[src/hdl/cell_list_binning_core_assert.svh]
// ----------------------------------------------------------------------------
// Cell list binning core: assertion macros
// Concurrent assertion helpers shared by the RTL files. They expand to
// nothing when the code is read for synthesis.
// ----------------------------------------------------------------------------
`ifndef CELL_LIST_BINNING_CORE_ASSERT_SVH
`define CELL_LIST_BINNING_CORE_ASSERT_SVH

// A property that must hold at every clock edge outside reset.
`ifndef SYNTHESIS
`define CLB_ASSERT(lbl, clk, rst_n, prop) \
  lbl: assert property (@(posedge clk) disable iff (!rst_n) (prop)) \
    else $error("clb: assertion failed");
`else
`define CLB_ASSERT(lbl, clk, rst_n, prop)
`endif

// A condition that must never be seen at a clock edge outside reset.
`ifndef SYNTHESIS
`define CLB_ASSERT_NEVER(lbl, clk, rst_n, cond) \
  lbl: assert property (@(posedge clk) disable iff (!rst_n) !(cond)) \
    else $error("clb: forbidden condition seen");
`else
`define CLB_ASSERT_NEVER(lbl, clk, rst_n, cond)
`endif

`endif

[src/hdl/clb_pkg.sv]
// ----------------------------------------------------------------------------
// Cell list binning package
// Fixed field widths, command and register codes, controller states and
// the status bundle passed from the binning pipeline to the controller.
// ----------------------------------------------------------------------------
`timescale 1ns / 1ps
`default_nettype none

package clb_pkg;

  // Field widths of the command and result items.
  localparam int unsigned POS_W      = 24;
  localparam int unsigned RECIP_W    = 24;
  localparam int unsigned CPD_W      = 5;
  localparam int unsigned ATOM_IDX_W = 12;
  localparam int unsigned CELL_IDX_W = 12;
  localparam int unsigned CFG_IDX_W  = 1;
  localparam int unsigned CFG_DATA_W = 24;

  // Width of a Q8.16 by Q8.16 product (Q16.32) and of its integer part.
  localparam int unsigned PROD_W     = POS_W + RECIP_W;
  localparam int unsigned AXIS_RAW_W = 16;

  // Command modes.
  localparam logic MODE_CLEAR  = 1'b0;
  localparam logic MODE_INSERT = 1'b1;

  // Configuration register indexes.
  localparam logic [CFG_IDX_W-1:0] CFG_CELLS_PER_DIM     = 1'b0;
  localparam logic [CFG_IDX_W-1:0] CFG_RECIP_CELL_LENGTH = 1'b1;

  // Configuration reset values.
  localparam logic [CPD_W-1:0]   CPD_RESET   = 5'd16;
  localparam logic [RECIP_W-1:0] RECIP_RESET = 24'd65536;

  // Controller states.
  typedef enum logic [2:0] {
    ST_IDLE,
    ST_CLEAR,
    ST_BIN,
    ST_LOOKUP
  } clb_state_e;

  // Status of the binning pipeline.
  typedef struct packed {
    logic done;
    logic clamped;
  } clb_bin_stat_t;

endpackage

`default_nettype wire

[src/hdl/clb_bin_calc.sv]
// ----------------------------------------------------------------------------
// Binning pipeline
// Four stages: scale the coordinates by the reciprocal cell length, floor
// and saturate each axis, then fold the axes into a flat cell index with
// one multiply per stage. The atom index is reduced to the atom store
// depth alongside.
// ----------------------------------------------------------------------------
`timescale 1ns / 1ps
`default_nettype none

module clb_bin_calc
  import clb_pkg::*;
#(
  parameter int unsigned MAX_CELLS_PER_DIM = 16,
  parameter int unsigned MAX_ATOMS         = 4096,
  localparam int unsigned N_W    = $clog2(MAX_CELLS_PER_DIM + 1),
  localparam int unsigned AX_W   = (MAX_CELLS_PER_DIM > 1) ? $clog2(MAX_CELLS_PER_DIM) : 1,
  localparam int unsigned U_W    = (MAX_CELLS_PER_DIM > 1) ?
                                   $clog2(MAX_CELLS_PER_DIM * MAX_CELLS_PER_DIM) : 1,
  localparam int unsigned CELL_W = (MAX_CELLS_PER_DIM > 1) ?
                                   $clog2(MAX_CELLS_PER_DIM ** 3) : 1,
  localparam int unsigned ATOM_W = $clog2(MAX_ATOMS)
) (
  input  wire logic                  clk_i,
  input  wire logic                  rst_ni,
  input  wire logic                  start_i,
  input  wire logic [ATOM_IDX_W-1:0] atom_index_i,
  input  wire logic [POS_W-1:0]      pos_x_i,
  input  wire logic [POS_W-1:0]      pos_y_i,
  input  wire logic [POS_W-1:0]      pos_z_i,
  input  wire logic [RECIP_W-1:0]    recip_i,
  input  wire logic [N_W-1:0]        n_i,
  output clb_bin_stat_t              stat_o,
  output logic      [CELL_W-1:0]     cell_o,
  output logic      [ATOM_W-1:0]     atom_o
);

  localparam int unsigned P_W = N_W + AX_W;
  localparam int unsigned Q_W = N_W + U_W;

  logic [3:0] vld_q;

  logic [2:0][POS_W-1:0]      pos;
  logic [2:0][PROD_W-1:0]     prod;
  logic [2:0][AXIS_RAW_W-1:0] raw_q;
  logic [ATOM_IDX_W-1:0]      atom1_q;

  logic [N_W-1:0]        nm1;
  logic [2:0]            hit;
  logic [2:0][AX_W-1:0]  ax_d;
  logic [2:0][AX_W-1:0]  ax_q;
  logic                  clamp2_q;
  logic [ATOM_W-1:0]     atom2_d;
  logic [ATOM_W-1:0]     atom2_q;

  logic [P_W-1:0]        n_iz;
  logic [U_W-1:0]        u_q;
  logic [AX_W-1:0]       ax3_q;
  logic                  clamp3_q;
  logic [ATOM_W-1:0]     atom3_q;

  logic [Q_W-1:0]        n_u;
  logic [CELL_W-1:0]     cell_q;
  logic                  clamp4_q;
  logic [ATOM_W-1:0]     atom4_q;

  // Stage valid bits.
  always_ff @(posedge clk_i or negedge rst_ni) begin
    if (!rst_ni) begin
      vld_q <= '0;
    end else begin
      vld_q <= {vld_q[2:0], start_i};
    end
  end

  // Stage 1: scale each coordinate; the integer part of the Q16.32 product.
  assign pos = {pos_z_i, pos_y_i, pos_x_i};

  always_comb begin
    for (int k = 0; k < 3; k++) begin
      prod[k] = PROD_W'(pos[k]) * PROD_W'(recip_i);
    end
  end

  always_ff @(posedge clk_i) begin
    if (start_i) begin
      for (int k = 0; k < 3; k++) begin
        raw_q[k] <= prod[k][PROD_W-1 -: AXIS_RAW_W];
      end
      atom1_q <= atom_index_i;
    end
  end

  // Atom index reduction to the atom store depth.
  if (MAX_ATOMS >= (2 ** ATOM_IDX_W)) begin : g_atom_pass
    assign atom2_d = ATOM_W'(atom1_q);
  end else begin : g_atom_wrap
    // Reciprocal with enough fraction bits that the quotient is exact for
    // every 12-bit index, so no correction step is needed.
    localparam int unsigned RS = 24;
    localparam logic [RS-1:0] RECIP_M = RS'(((2 ** RS) + MAX_ATOMS - 1) / MAX_ATOMS);

    logic [ATOM_IDX_W+RS-1:0] qprod;
    logic [ATOM_IDX_W-1:0]    quot_q;
    logic [ATOM_IDX_W+RS-1:0] qm;
    logic [ATOM_IDX_W-1:0]    rem;

    assign qprod = (ATOM_IDX_W+RS)'(atom_index_i) * (ATOM_IDX_W+RS)'(RECIP_M);

    always_ff @(posedge clk_i) begin
      if (start_i) begin
        quot_q <= qprod[ATOM_IDX_W+RS-1 -: ATOM_IDX_W];
      end
    end

    assign qm      = (ATOM_IDX_W+RS)'(quot_q) * (ATOM_IDX_W+RS)'(MAX_ATOMS);
    assign rem     = atom1_q - qm[ATOM_IDX_W-1:0];
    assign atom2_d = ATOM_W'(rem);
  end

  // Stage 2: floor is already taken; saturate each axis at n-1.
  assign nm1 = n_i - 1'b1;

  always_comb begin
    for (int k = 0; k < 3; k++) begin
      hit[k] = (raw_q[k] >= AXIS_RAW_W'(n_i));
      if (hit[k]) begin
        ax_d[k] = AX_W'(nm1);
      end else begin
        ax_d[k] = AX_W'(raw_q[k]);
      end
    end
  end

  always_ff @(posedge clk_i) begin
    if (vld_q[0]) begin
      ax_q     <= ax_d;
      clamp2_q <= |hit;
      atom2_q  <= atom2_d;
    end
  end

  // Stage 3: u = y + n * z.
  assign n_iz = P_W'(n_i) * P_W'(ax_q[2]);

  always_ff @(posedge clk_i) begin
    if (vld_q[1]) begin
      u_q      <= U_W'(ax_q[1]) + U_W'(n_iz);
      ax3_q    <= ax_q[0];
      clamp3_q <= clamp2_q;
      atom3_q  <= atom2_q;
    end
  end

  // Stage 4: cell = x + n * u.
  assign n_u = Q_W'(n_i) * Q_W'(u_q);

  always_ff @(posedge clk_i) begin
    if (vld_q[2]) begin
      cell_q   <= CELL_W'(ax3_q) + CELL_W'(n_u);
      clamp4_q <= clamp3_q;
      atom4_q  <= atom3_q;
    end
  end

  // Cell, atom and clamp results hold until the next item reaches stage 4.
  assign stat_o.done    = vld_q[3];
  assign stat_o.clamped = clamp4_q;
  assign cell_o         = cell_q;
  assign atom_o         = atom4_q;

endmodule

`default_nettype wire

[config.mk]
export PLATFORM = sky130hd
export DESIGN_NAME = clb_bin_calc
export DESIGN_NICKNAME = d
export VERILOG_FILES = /design/src/hdl/cell_list_binning_core_assert.svh /design/src/hdl/clb_pkg.sv /design/src/hdl/clb_bin_calc.sv
export SDC_FILE = /design/constraint.sdc
export NUM_CORES = 2
export LEC_CHECK = 0
export ABC_AREA = 1
export BUFFER_PORTS_ARGS = -buffer_cell sky130_fd_sc_hd__buf_4
export CORE_ASPECT_RATIO = 0.8
export CORE_MARGIN = 3
export CORE_UTILIZATION = 40
export CTS_CLUSTER_SIZE = 25
export DETAILED_ROUTE_END_ITERATION = 6
export GPL_ROUTABILITY_DRIVEN = 0
export PLACE_DENSITY = 0.55
export SLEW_MARGIN = 10
export SYNTH_ARGS = -nofsm -noshare
export SYNTH_HDL_FRONTEND = slang
export SYNTH_SLANG_ARGS = --single-unit
[constraint.sdc]
create_clock -name clk_i -period 8 [get_ports clk_i]
set_input_delay 0.4 -clock clk_i [delete_from_list [all_inputs] [get_ports clk_i]]
set_output_delay 0.4 -clock clk_i [all_outputs]
set_load 0.01 [all_outputs]
== After elaboration in Yosys (flattened, before gate mapping) ==
Cells that the tools add are included.

* $add $sub $neg: 3
* Multipliers: 5
* Magnitude comparators: 3
* Mux-type cells: 3
* Reduce and logical (&&, ||, !) cells: 1

{| class="wikitable"
|+ Operator list
! operator !! number
|-
| 24-bit by 24-bit multiplier with 48-bit output || 3
|-
| 16-bit by 5-bit greater-or-equal comparator with 1-bit output || 3
|-
| 4-bit by 12-bit adder with 12-bit output || 1
|-
| 5-bit by 8-bit multiplier with 12-bit output || 1
|-
| 4-bit two-way mux || 3
|-
| 4-bit by 8-bit adder with 8-bit output || 1
|-
| 5-bit by 4-bit multiplier with 8-bit output || 1
|-
| 4-bit by 1-bit subtractor with 4-bit output (second input constant) || 1
|-
| 3-bit OR reduction || 1
|}

* Register bits: 139
* Input port bits: 116
* Output and inout bits: 26
* Word-level logic and storage cells: 32

== Depth between registers and ports, before layout ==
* Depth in word-level cells: 2
* Depth in mapped cells: 31
* Mapped depth without buffers: 28

== Least setup slack after synthesis ==
No wires, ideal clock.

* Path type: input to register
* Start: input recip_i[1]
* End: register raw_q[44] (netlist name), data pin
* Setup time: 252 ps
* Arrival: 6007 ps
* Data required time: 7748 ps
* Setup slack: 1741 ps
* Stages on the path: 28
* Path buffers: 3
* Cell sequence: buf_4 -> clkbuf_1 -> clkbuf_1 -> nand2_1 -> inv_1 -> fa_1 -> fa_1 -> inv_1 -> fa_1 -> inv_1 -> fa_1 -> inv_1 -> fa_1 -> inv_1 -> fa_1 -> inv_1 -> fa_1 -> inv_1 -> ha_1 -> a21o_1 -> a21boi_0 -> o21ai_0 -> nand2_1 -> nand2_1 -> a21oi_1 -> nand2_1 -> nand2_1 -> nand2_1

{| class="wikitable"
|+ RTL lines
! what !! RTL line !! RTL
|-
| start, declared || clb_bin_calc.sv:31 || <nowiki>input wire logic [RECIP_W-1:0] recip_i,</nowiki>
|-
| end signal, assigned by index || clb_bin_calc.sv:88 || <nowiki>raw_q[k] <= prod[k][PROD_W-1 -: AXIS_RAW_W];</nowiki>
|-
| end, declared || clb_bin_calc.sv:45 || <nowiki>logic [2:0][AXIS_RAW_W-1:0] raw_q;</nowiki>
|}

==> flow_metrics.tcl <==
set metrics [dict create \
    outcome "finished clean" \
    fin_crit_sh 0.845 \
    tightest_slew_ns 1.18 \
    grt_pass1_wl_mm 309 \
    clock_sinks 139 \
    die_x_um 460 \
    criticalPathCategory "primary input to flop" \
    yosysMostFrequentCell "inv_1" \
    start_kind "primary input" \
    fin_util 0.427 \
    design.final.nets 10600 \
    ant_nets 0 \
    die_height_um 369 \
    ff2ff_setup_slack_ns 4.45 \
    clk_latency_ns 0.52 \
    synth.avg_cell_area_sq_um 7.72 \
    dp_hpwl_mm 148 \
    grt_usage 0.232 \
    syn_to_final_growth_pct 5.48 \
    startpoint "recip_i[1]" \
    cts_buffer_depth 2 \
    htree_levels 4 \
    cts_tree "done" \
    yosys.cell_types.count 36 \
    dieArea_sq_mm 0.170 \
    synthArstFlopShare 0.0288 \
    reg2reg_depth 13 \
    wl_per_cell_um 17.7 \
    cts.clk_slew.worst_paths_ns 0.08 \
    synthCells 8533 \
    end_kind "flop" \
    synth_top_area_frac 0.447 \
    crit_end "raw_q[34]$_DFFE_PP_" \
    r2r_end "u_q[6]$_DFFE_PP_" \
    drive_gt1_frac 0.0292 \
    max_freq_mhz 148 \
    hp-class "primary input to flop" \
    synth_area_leaders "fa_1, inv_1, nand2_1" \
    grt_pass1_vias 55400 \
    drt_wl_total_mm 187 \
    vias_per_cell 4.83 \
    rows 132 \
    overflow 0 \
    port_buffers 141 \
    synth_area_sq_mm 0.0659 \
    max_cap_viol_count 0 \
    finClkSkew_ns 0.0128 \
    synthTopCellsByCount "inv_1, nand2_1, fa_1, ha_1, clkbuf_1" \
    synth_seq_area_share 0.0630 \
    synth_warnings 0 \
    drt-initial-drc-count 3473 \
    cpPeakStageDelay_ns 0.71 \
    critPathMaxFanout 61 \
    num_io_pins 142 \
    antenna_found_initial 5 \
    cts_made_buffers 17 \
    finalSetupTns_ns 0 \
    cp_slowest_cell "nor4_1" \
    initial_core_util 0.405 \
    rsz0062_at_grt "no" \
    hold_viol_final 0 \
    synthFlopType "edfxtp_1" \
    synth.largest_area_cell "fa_1" \
    crit_arrival_ns 7.04 \
    synth_edf_count 135 \
    core_area_sq_mm 0.163 \
    r2r_start "ax_q[9]$_DFFE_PP_" \
    slew_viol_final 0 \
    crit_top_cell "fa_1" \
    period_needed_ns 6.76 \
    cp.required_ns 8.28 \
    setup_viol 0 \
    grt_max_degree 61 \
    timing.max_slew.rel_slack 0.206 \
    first_pass_iters 5 \
    synth_seq_cells 139 \
    path_cells "buf_4 > nand2_1 > inv_1 > fa_1 > fa_1 > inv_1 > fa_1 > fa_1 > inv_1 > fa_1 > fa_1 > inv_1 > fa_1 > inv_1 > ha_1 > nand2_1 > nor4_1 > nand2_1 > o21ai_1 > xor2_1" \
    syn_nets 10700 \
    drc_errors 0 \
    clockRootBuffer "clkbuf_16" \
    dr_total_vias 51000 \
]
## logic make-up (layout without fill, tap and decap cells)
logic type               Yosys count  count (layout)  share of synthesized area
AND/OR/NAND/NOR                 2769            2769                      0.164
buffers and inverters           3165            3054                      0.180
AO/OA/AOI/OAI                    376             376                     0.0319
flip-flops                       139             139                     0.0630
other                              0               5                          0
adder cells (fa/ha/maj)         2039            2039                      0.555
XOR/XNOR                          45              45                    0.00598
## stage by stage
step                      instances  setup slack (ns)  instance area, sq um  hold slack, ns
after floorplan                8533              1.74                 65900           0.104
after global placement        10500             0.810                 68900           0.199
after detailed placement      10500             0.829                 68900           0.197
after CTS                     10600              1.34                 69500         0.00742
after global routing          10600             0.990                 69500         0.00818
final                         10600              1.24                 69500          0.0521
## worst min path at each step
| stage | slack, ns | endpoint | startpoint | depth (start not counted) |
|---|---|---|---|---|
| 6_report | 0.05 | atom1_q[0]$_DFFE_PP_ | atom_index_i[0] | 1 |
| 2_1_floorplan | 0.10 | vld_q[0]$_DFF_PN0_ | rst_ni | 0 |
| 3_5_place_dp | 0.20 | vld_q[2]$_DFF_PN0_ | rst_ni | 1 |
| 5_1_grt | 0.008 | atom1_q[0]$_DFFE_PP_ | atom_index_i[0] | 1 |
| 3_3_place_gp | 0.20 | vld_q[3]$_DFF_PN0_ | rst_ni | 1 |
| 4_1_cts | 0.007 | atom1_q[0]$_DFFE_PP_ | atom_index_i[0] | 1 |
## flip-flops by register name, indices dropped and copies added (netlist names)
| name | flops |
|---|---|
| u_q | 8 |
| raw_q | 48 |
| atom3_q | 12 |
| ax_q | 12 |
| clamp3_q | 1 |
| atom1_q | 12 |
| ax3_q | 4 |
| clamp4_q | 1 |
| atom2_q | 12 |
| cell_o | 12 |
| atom_o | 12 |
| vld_q | 4 |
| clamp2_q | 1 |
## placed cells by master, fill, tap and decap left out, types with 4 or more instances in the layout
cell,instances
a21boi_0,15
diode_2,5
nor4_1,16
nand4_1,54
clkinv_8,5
xor2_1,32
o21ai_0,113
nor2_1,242
nand2_2,6
ha_1,567
inv_8,4
a21o_1,25
edfxtp_1,135
clkbuf_16,17
buf_12,8
o21bai_1,30
nand3_1,80
buf_4,192
fa_1,1472
o211ai_1,5
o21a_1,6
nand2_1,2313
xnor2_1,13
nor3_1,41
inv_1,2821
a21oi_1,172
nor2_2,4
dfrtp_1,4
a31oi_1,5
and2_1,5
## worst max-delay path, delay by kind of cell
kind            cells  cell delay (ns)
fa+ha+maj           8             3.81
simple gates        4             1.05
buf+inv             6             1.03
xor+xnor            1             0.40
compound gates      1             0.27
## routing by layer
metal | vias up | track usage | wire (um) | part of all wire
met2 | 1509 | 0.372 | 85600 | 0.46
met5 | - | 0 | 0 | 0
li1 | 23600 | - | - | -
met1 | 25700 | 0.336 | 86200 | 0.46
met3 | 158 | 0.0338 | 12400 | 0.066
met4 | 0 | 0.0434 | 3190 | 0.017
## layout make-up
| type | count | area (sq um) |
|---|---|---|
| Inverter | 2821 | 10600 |
| Clock inverter | 15 | 186 |
| Tap cell | 2144 | 2680 |
| Clock buffer | 17 | 425 |
| Timing Repair Buffer | 201 | 1610 |
| Fill cell | 16600 | 93300 |
| Antenna cell | 5 | 12.5 |
| Multi-Input combinational cell | 5229 | 49900 |
| Sequential cell | 139 | 4150 |
## timing repair
item,4_1_cts,5_1_grt
hold endpoints to repair,4,0
buffers inserted,0,0
hold buffers,1,0
gates resized for setup,0,0
Power is left out: the tool's default activity adds up to more than one toggle a clock period on the data nets, which glitch-free logic cannot reach.
